--- config.mk ---
export PLATFORM = sky130hd
export DESIGN_NAME = btmx_digit
export DESIGN_NICKNAME = d
export VERILOG_FILES = /design/src/rtl/btmx_pkg.sv /design/src/rtl/btmx_digit.sv
export SDC_FILE = /design/constraint.sdc
export NUM_CORES = 1
export LEC_CHECK = 0
export ABC_CLOCK_PERIOD_IN_PS = 1900
export BUFFER_PORTS_ARGS = -buffer_cell sky130_fd_sc_hd__clkbuf_2
export CORE_ASPECT_RATIO = 1.75
export CORE_MARGIN = 2
export CORE_UTILIZATION = 40
export CTS_CLUSTER_SIZE = 16
export DETAILED_ROUTE_END_ITERATION = 6
export HOLD_SLACK_MARGIN = 0.02
export SYNTH_ARGS = -nofsm -noshare
export SYNTH_HDL_FRONTEND = slang
export SYNTH_SLANG_ARGS = --single-unit
export TNS_END_PERCENT = 20
--- constraint.sdc ---
create_clock -name clk_i -period 1.9 [get_ports clk_i]
set_input_delay 0.19 -clock clk_i [delete_from_list [all_inputs] [get_ports clk_i]]
set_output_delay 0.19 -clock clk_i [all_outputs]
set_load 0.01 [all_outputs]
--- src/rtl/btmx_pkg.sv ---
package btmx_pkg;

  localparam int KEY_BITS  = 30;
  localparam int NODE_W    = 16;
  localparam int MAX_NODES = 1 << NODE_W;
  localparam int FREE_W    = NODE_W + 1;
  localparam int CHK_W     = FREE_W + 1;
  localparam int LINK_W    = 2 * NODE_W;
  localparam int CNT_W     = 17;
  localparam int LVL_W     = $clog2(KEY_BITS + 1);
  localparam int FUNC_W    = 2;
  localparam int STAT_W    = 2;

  localparam logic [FUNC_W-1:0] FUNC_INSERT = 2'd0;
  localparam logic [FUNC_W-1:0] FUNC_REMOVE = 2'd1;
  localparam logic [FUNC_W-1:0] FUNC_QUERY  = 2'd2;

  localparam logic [STAT_W-1:0] ST_OK     = 2'd0;
  localparam logic [STAT_W-1:0] ST_EMPTY  = 2'd1;
  localparam logic [STAT_W-1:0] ST_ABSENT = 2'd2;
  localparam logic [STAT_W-1:0] ST_FULL   = 2'd3;

  localparam logic [CNT_W-1:0] CNT_MAX = '1;

  typedef struct packed {
    logic load;
    logic rewind;
    logic step;
    logic acc_bit;
  } dig_ctrl_t;

  typedef struct packed {
    logic             key_bit;
    logic             leaf;
    logic [LVL_W-1:0] lvl;
  } dig_stat_t;

  typedef struct packed {
    logic              idle;
    logic              done;
    logic [STAT_W-1:0] status;
  } walk_stat_t;

endpackage

--- src/rtl/btmx_digit.sv ---
module btmx_digit (
  input  logic                          clk_i,
  input  logic                          rst_ni,
  input  btmx_pkg::dig_ctrl_t           ctrl_i,
  input  logic [btmx_pkg::KEY_BITS-1:0] key_i,
  output btmx_pkg::dig_stat_t           stat_o,
  output logic [btmx_pkg::KEY_BITS-1:0] best_o
);
  import btmx_pkg::*;

  logic [KEY_BITS-1:0] key_q, key_d;
  logic [KEY_BITS-1:0] sh_q, sh_d;
  logic [KEY_BITS-1:0] acc_q, acc_d;
  logic [LVL_W-1:0]    lvl_q, lvl_d;

  always_comb begin
    key_d = key_q;
    sh_d  = sh_q;
    acc_d = acc_q;
    lvl_d = lvl_q;
    if (ctrl_i.load) begin
      key_d = key_i;
      sh_d  = key_i;
      acc_d = '0;
      lvl_d = '0;
    end else if (ctrl_i.rewind) begin
      sh_d  = key_q;
      lvl_d = '0;
    end else if (ctrl_i.step) begin
      sh_d  = sh_q << 1;
      acc_d = (acc_q << 1) | KEY_BITS'(ctrl_i.acc_bit);
      lvl_d = lvl_q + LVL_W'(1);
    end
  end

  always_ff @(posedge clk_i or negedge rst_ni) begin
    if (!rst_ni) begin
      lvl_q <= '0;
    end else begin
      lvl_q <= lvl_d;
    end
  end

  always_ff @(posedge clk_i) begin
    key_q <= key_d;
    sh_q  <= sh_d;
    acc_q <= acc_d;
  end

  assign stat_o.key_bit = sh_q[KEY_BITS-1];
  assign stat_o.leaf    = (lvl_q == LVL_W'(KEY_BITS));
  assign stat_o.lvl     = lvl_q;
  assign best_o         = acc_q;

endmodule

---- After elaboration in Yosys (flattened, before gate mapping) ----
Cells that the tools add are included.
Widths: inputs -> output; s select.
storage, ports and cells
  register bits ........................... 95
  input port bits ......................... 36
  output and inout bits ................... 37
cells by class
  $add $sub $neg .......................... 1
  equal/unequal tests ..................... 1
  mux-type cells .......................... 6
  bitwise operators ....................... 2
  reduce and logical (&&, ||, !) cells .... 2
operators with widths
  cell                 number
  $mux 30              3
  $or 30x1->30         1
  $mux 5               3
  $add 5x1->5 const B  1
  $eq 5x5->1 const B   1
  $reduce_bool 3->1    1
  $reduce_and 2->1     1
  $not 1->1            1

---- Logic depth before layout (Yosys ltp) ----
Gate-level depths: netlist of the first run.
  word-level depth ........................ 4
  mapped depth ............................ 5
  gate-level depth less buffers ........... 5

---- Least setup slack after synthesis of the first run ----
OpenSTA, ideal clock, no wires.
  path type ............................... input to register
  start ................................... input port ctrl_i[3] in the netlist's numbering
  end ..................................... register sh_q[0], enable pin
  arrival ................................. 1.076 ns
  slack ................................... 0.420 ns
  cell stages on the path ................. 2
  path buffers ............................ 1
  cell sequence ........................... buf_4 -> or3_1
between the ends
  longest elaborated chain between the ends .. 1
RTL lines
  item                                RTL line          text
  from (decl)                         btmx_digit.sv:4   input btmx_pkg::dig_ctrl_t ctrl_i,
  $reduce_bool 3->1 (no source line)  -
  to (signal assigned)                btmx_digit.sv:46  sh_q <= sh_d;
  to (decl)                           btmx_digit.sv:12  logic [KEY_BITS-1:0] sh_q, sh_d;
No other way between the ends.
A chain may end at the register's enable or synchronous reset.

==> results of run 1 <==
==> worst register-to-register path, cell delays in order (launching register included) <==
cell and delay (ns):
dfrtp_1 0.44, ha_1 0.25, nand4_1 0.10, xor2_1 0.15, nor2_1 0.05
==> final cells by class <==
type                       instances  area, µm²  area share, %
sequential                        95       2530           56.2
tap                              122        153           3.39
clock inverter                     2       8.76          0.195
multi-input combinational        200       1110           24.8
timing repair buffer              78        435           9.67
inverter                           2       7.51          0.167
clock buffer                      14        254           5.64
==> power by group <==
| part | internal, W | switching (W) |
|---|---|---|
| Clock | 0.000918 | 0.000684 |
| Combinational | 0.000108 | 0.000158 |
| Sequential | 0.00234 | 0.0000329 |
==> state kept, by name, indices dropped and copies added, names as in the netlist <==
signal,flops
best_o,30
sh_q,30
key_q,30
lvl_q,5
==> placed cells by master, fill, tap and decap left out, drive strengths merged, types with 2 or more instances in the layout <==
cell type and count:
clkbuf 85, inv 2, clkinv 2, nor2 5, mux2i 30, edfxtp 60, nand4 2, dfxtp 30
a21oi 30, dfrtp 5, buf 6, xor2 3, nand2 92, ha 2, o21ai 30
==> layer usage <==
metal	routed length, µm	part of all wire (%)	vias up
met5	0	0	-
met4	115	1.7	0
met3	417	6.1	12
met2	3510	51	59
met1	2800	41	1152
li1	-	-	1240
==> cells by family after synthesis <==
family,count (synthesis),share of synthesized area (%)
xor+xnor,4,0.920
compound gates,60,8.77
fa+ha+maj,2,0.657
mux,30,7.89
buf+inv,24,4.34
flops,95,66.4
simple gates,104,11.0
==> final timing paths <==
| path | startpoint | endpoint | slack, ns |
|---|---|---|---|
| worst max register to register | lvl_q[0]$_DFFE_PN0P_ | lvl_q[4]$_DFFE_PN0P_ | 0.80 |
| worst min register to register | best_o[29]$_SDFFE_PP0P_ | best_o[29]$_SDFFE_PP0P_ | 0.46 |
| worst min-delay path | key_i[28] | key_q[28]$_DFFE_PP_ | 0.04 |
| worst max-delay path | lvl_q[0]$_DFFE_PN0P_ | stat_o[5] | 0.39 |
| max in group asynchronous | rst_ni | lvl_q[3]$_DFFE_PN0P_ | 1.56 |
| min in group asynchronous | rst_ni | lvl_q[0]$_DFFE_PN0P_ | 0.20 |
==> metrics by stage <==
| step | total power [W] | worst slack, ns |
|---|---|---|
| finish | 0.00424 | 0.394 |
| global route | 0.00442 | 0.317 |
| CTS | 0.00431 | 0.365 |
| detailed placement | 0.00269 | 0.519 |
| global placement | 0.00268 | 0.591 |
| floorplan | 0.00259 | 0.420 |
==> repair_timing <==
item                                   in CTS  in global routing
endpoints found under the hold margin       5                  0
gates resized for setup                     0                  0
hold buffers                                1                  0
==> impl_metrics.csv, run 1 <==
group,metric,value,unit
outcome,status,"finished clean",
setup_path,crit_type,"reg2out",
floorplan,initial_core_util,40.7,%
power_and_ir_drop,ir_drop,0.439,mV
setup_path,endpoint_kind,"output port",
floorplan,fp.dieW,77.8,µm
finish,drive_above_1_share,25.3,%
yosys,synth_nets,357,
setup_path,critPathBufInv,2,
yosys,yosysWarnings,0,
setup_path,worstPathCellList,"inv_1, ha_1, and4_1, clkbuf_2",
yosys,synth_seq_cells,95,
setup_path,critPathLaunchType,"flop",
yosys,ys_types,22,
setup_path,cp.arrival,1.32,ns
finish,syn2layout_area_growth,18.2,%
finish,fin_area,4500,µm²
min_path,hold_class,"in2reg",
floorplan,io_pins,73,
setup_path,slowest_stage,"dfrtp_1",
sta,final.setup.tns,0,ns
global_route,gr-usage-met2,24.4,%
finish,finish.utilization,48.1,%
setup_path,critPathMaxStageDelay,0.43,ns
global_route,grt.busiest_layer,"met2",
sta,max_freq,664,MHz
yosys,netlist_top_cells_count,"nand2_1 (92), edfxtp_1 (60), dfxtp_1 (30), mux2i_1 (30), o21ai_0 (30)",
setup_path,worstRegToRegCells,4,
min_path,holdPathStages,1,
yosys,synth_area_per_cell,11.9,µm²
setup_path,critPathTopFamily,"flip-flops",
sta,worst_pin_slew,0.648,ns
yosys,synth_top_area_cell,"edfxtp_1",
cts,cts_buffers,9,
sta,slew_viol_final,0,
drt,drt_iter0_markers,109,
placed_design,place_congestion,0.723,
sta,fin_crit,1.51,ns
sta,relSlewSlack,56.7,%
cts,cts_tree,"built",
global_route,grt_pass1_vias,2563,
sta,setup_viol,0,
global_route,antenna_found_initial,0,
floorplan,rows,47,
cts,clk_latency,0.33,ns
sta,skew,0.00303,ns
placed_design,hpwlAfterDp,4550,µm
sta,final.period_utilization,79.3,%
setup_path,critPathRequiredTime,1.71,ns
drt,wl_per_cell,13.3,µm
setup_path,cp.depth,4,
global_route,grt_use_total,14.2,%
yosys,synth_top_area_share,47.3,%
global_route,grt_pass1_wl,11600,µm
yosys,synth-edff-count,60,
drt,first_pass_iters,4,
setup_path,cp_max_fo,5,
sta,final_hold_viol_count,0,
global_route,use_met1,15.6,%
floorplan,coreArea,9350,µm²
finish,antenna_cells,0,
yosys,yosys-top-cells-area,"edfxtp_1 (47%), dfxtp_1 (16%), nand2_1 (9.1%)",
yosys,ys_async_sr_fraction,5.26,%
drt,drc,0,
cts,cts_setup_buffers,0,
global_route,grt.overflow.total,0,
placed_design,numPortBuffers,72,
cts,clk_pin_slew,0.06,ns
finish,nFillCells,889,
cts,cts_buffer_depth,2,
yosys,synth-seq-area-share,66.4,%
finish,finalNetCount,424,
finish,stdcell_count,513,
yosys,ys.flop_type,"edfxtp_1",
yosys,synth_cells,319,
cts,htreeDepth,3,
yosys,synth_area,3810,µm²
drt,vias_per_cell,4.80,
power_and_ir_drop,cellLeakagePower,1.81,nW
placed_design,placedCellCount,496,
floorplan,fp.dieH,133,µm
cts,cts_sinks,95,
yosys,yosysMostFrequentCell,"nand2_1",
sta,rsz0062_at_grt,"false",
global_route,grt_max_degree,75,
cts,root_buffer,"clkbuf_16",
placed_design,dpl_cell_area,4230,µm²
drt,vias,2463,
job,max-cap-violations,0,
drt,ant_nets,0,
drt,drt_wl_total,6840,µm
sta,hold_slack,0.0441,ns
power_and_ir_drop,p_per_area,943,nW/µm²
global_route,grtUsageMet3,5.25,%
floorplan,die_area,10300,µm²
Note: power is estimated with default switching activity, not from simulation.
==> run 2: changes to the inputs <==
ABC_CLOCK_PERIOD_IN_PS = 1600   (was 1900)
clock period = 1.6 ns   (was 1.9 ns; I/O delays follow)
==> run 2 against run 1 <==
Net effect:
- first-iteration DRC count up 27%
- clock skew is essentially flat
- sequential power rose by 19%
- global-route usage rose by 0.38 points
- wire length increased by 2.8%
- die area unchanged
- total power grew 30%
- core utilization increased by 3.0 points
- largest cell class unchanged
==> impl_metrics.csv, run 2 (synthesis results as in run 1) <==
group,metric,value,unit
power_and_ir_drop,p_sw,0.00106,W
setup_path,worstRegToRegCells,5,
cts,cts_buffers,9,
global_route,grt.overflow.total,0,
setup_path,r2r_start,"lvl_q[0]$_DFFE_PN0P_",
finish,antenna_cells,0,
cts,cts_buffer_depth,2,
finish,nFillCells,809,
cts,clk_latency,0.33,ns
drt,vias_per_cell,4.75,
sta,fin_crit,1.47,ns
power_and_ir_drop,cellLeakagePower,1.93,nW
placed_design,hpwlAfterDp,4630,µm
power_and_ir_drop,power_frac_comb,6.4,%
min_path,hold_end,"key_q[25]$_DFFE_PP_",
setup_path,r2r_end,"lvl_q[1]$_DFFE_PN0P_",
setup_path,critPathBufInv,2,
global_route,grt_pass1_vias,2589,
sta,worst_pin_slew,0.551,ns
drt,drc,0,
floorplan,coreArea,9350,µm²
sta,skew,0.00309,ns
sta,max_freq,680,MHz
setup_path,cp.arrival,1.31,ns
floorplan,fp.dieW,77.8,µm
min_path,hold_class,"in2reg",
drt,first_pass_iters,4,
sta,final.period_utilization,91.9,%
setup_path,critPathTopFamily,"flip-flops",
setup_path,slowest_stage,"dfrtp_1",
min_path,min_from,"key_i[25]",
outcome,status,"finished clean",
global_route,grt_use_total,14.6,%
finish,final_common_cell,"nand2_1",
cts,cts_tree,"built",
placed_design,placedCellCount,498,
setup_path,critPathRequiredTime,1.44,ns
cts,cts_resized,0,
global_route,antenna_found_initial,0,
finish,syn2layout_area_growth,25.6,%
drt,ant_nets,0,
setup_path,endpoint_kind,"output port",
power_and_ir_drop,p_int,0.00447,W
setup_path,cp_max_fo,5,
placed_design,numPortBuffers,72,
cts,htreeDepth,3,
sta,slew_viol_final,0,
drt,vias,2548,
drt,drt_iter0_markers,138,
floorplan,fp.dieH,133,µm
finish,finalNetCount,447,
global_route,grt_pass1_wl,11900,µm
power_and_ir_drop,p_clk_share,42.4,%
power_and_ir_drop,p_per_area,1160,nW/µm²
finish,stdcell_count,536,
job,max-cap-violations,0,
power_and_ir_drop,seq_power_share,51.1,%
power_and_ir_drop,ir_drop,0.780,mV
floorplan,rows,47,
sta,setup_viol,0,
cts,cts_sinks,95,
cts,clk_pin_slew,0.06,ns
sta,final.setup.tns,0,ns
floorplan,die_area,10300,µm²
drt,wl_per_cell,13.1,µm
finish,final_cell_mix,"nand2_1 (92), clkbuf_2 (71), edfxtp_1 (60)",
setup_path,worstPathCellList,"inv_1, ha_1, and4_1, clkbuf_2",
power_and_ir_drop,p_sw_share,19.2,%
setup_path,rrSetupSlack,0.51,ns
setup_path,crit_type,"reg2out",
drt,drt_wl_total,7040,µm
min_path,holdPathStages,1,
setup_path,critPathMaxStageDelay,0.43,ns
cts,root_buffer,"clkbuf_16",
setup_path,critPathLaunchType,"flop",
placed_design,place_congestion,0.702,
sta,rsz0062_at_grt,"false",
global_route,grt_max_degree,56,
sta,final_hold_viol_count,0,
sta,relSlewSlack,63.3,%
floorplan,initial_core_util,40.7,%
floorplan,io_pins,73,
finish,drive_above_1_share,24.6,%
[run 2: worst max-delay path by stage]
| stage | from | end | slack [ns] | cells after the start |
|---|---|---|---|---|
| 2_1_floorplan | ctrl_i[3] | sh_q[0]$_DFFE_PP_ | 0.15 | 2 |
| 3_3_place_gp | ctrl_i[2] | sh_q[29]$_DFFE_PP_ | 0.37 | 3 |
| 3_5_place_dp | ctrl_i[3] | sh_q[28]$_DFFE_PP_ | 0.37 | 3 |
| 4_1_cts | lvl_q[0]$_DFFE_PN0P_ | stat_o[5] | 0.1 | 4 |
| 5_1_grt | lvl_q[0]$_DFFE_PN0P_ | stat_o[5] | 0.03 | 4 |
| 6_report | lvl_q[0]$_DFFE_PN0P_ | stat_o[5] | 0.13 | 4 |
[run 2: power groups by stage]
stage,registers (W),logic (W),clock network (W)
6_report,0.00283,0.000355,0.00234
2_1_floorplan,0.00286,0.000214,0
4_1_cts,0.00283,0.000363,0.00242
3_5_place_dp,0.00288,0.000319,0
3_3_place_gp,0.00288,0.000313,0
5_1_grt,0.00284,0.000404,0.00250
[run 2: stage by stage]
step	total power (W)	utilization, %	hold WS, ns	worst slack [ns]	instance area (µm²)
5_1_grt	0.00574	51.1	0.0237	0.0303	4780
3_5_place_dp	0.00320	45.2	-0.0132	0.371	4230
4_1_cts	0.00561	51.1	0.0209	0.0995	4780
3_3_place_gp	0.00319	45.2	-0.0169	0.373	4230
2_1_floorplan	0.00308	-	-0.136	0.150	3810
6_report	0.00552	51.1	0.0359	0.129	4780
[run 2: worst reg2reg max path, stage by stage, from the launching register on]
cell     delay, ns
dfrtp_1       0.43
inv_1         0.06
ha_1          0.27
inv_1         0.04
mux2i_1       0.13
nor2_1        0.05
[run 2: timing repair]
item,in CTS,in global routing
buffers inserted,0,0
hold buffers,22,0
hold endpoints to repair,26,0
setup endpoints to repair,0,0
[run 2: layout make-up]
cell class                 count  area [µm²]  area share, %
clock inverter                 4        93.8           1.96
multi-input combinational    200        1110           23.3
tap                          122         153           3.19
clock buffer                  12         236           4.95
timing repair buffer         101         648           13.6
sequential                    95        2530           52.9
inverter                       2        7.51          0.157
[run 2: layer usage]
metal	track usage, %	vias to the layer above	routed length, µm
met5	0	-	0
met4	8.93	0	191
met3	2.46	13	278
met2	24.3	54	3610
met1	17.4	1200	2960
li1	-	1281	-
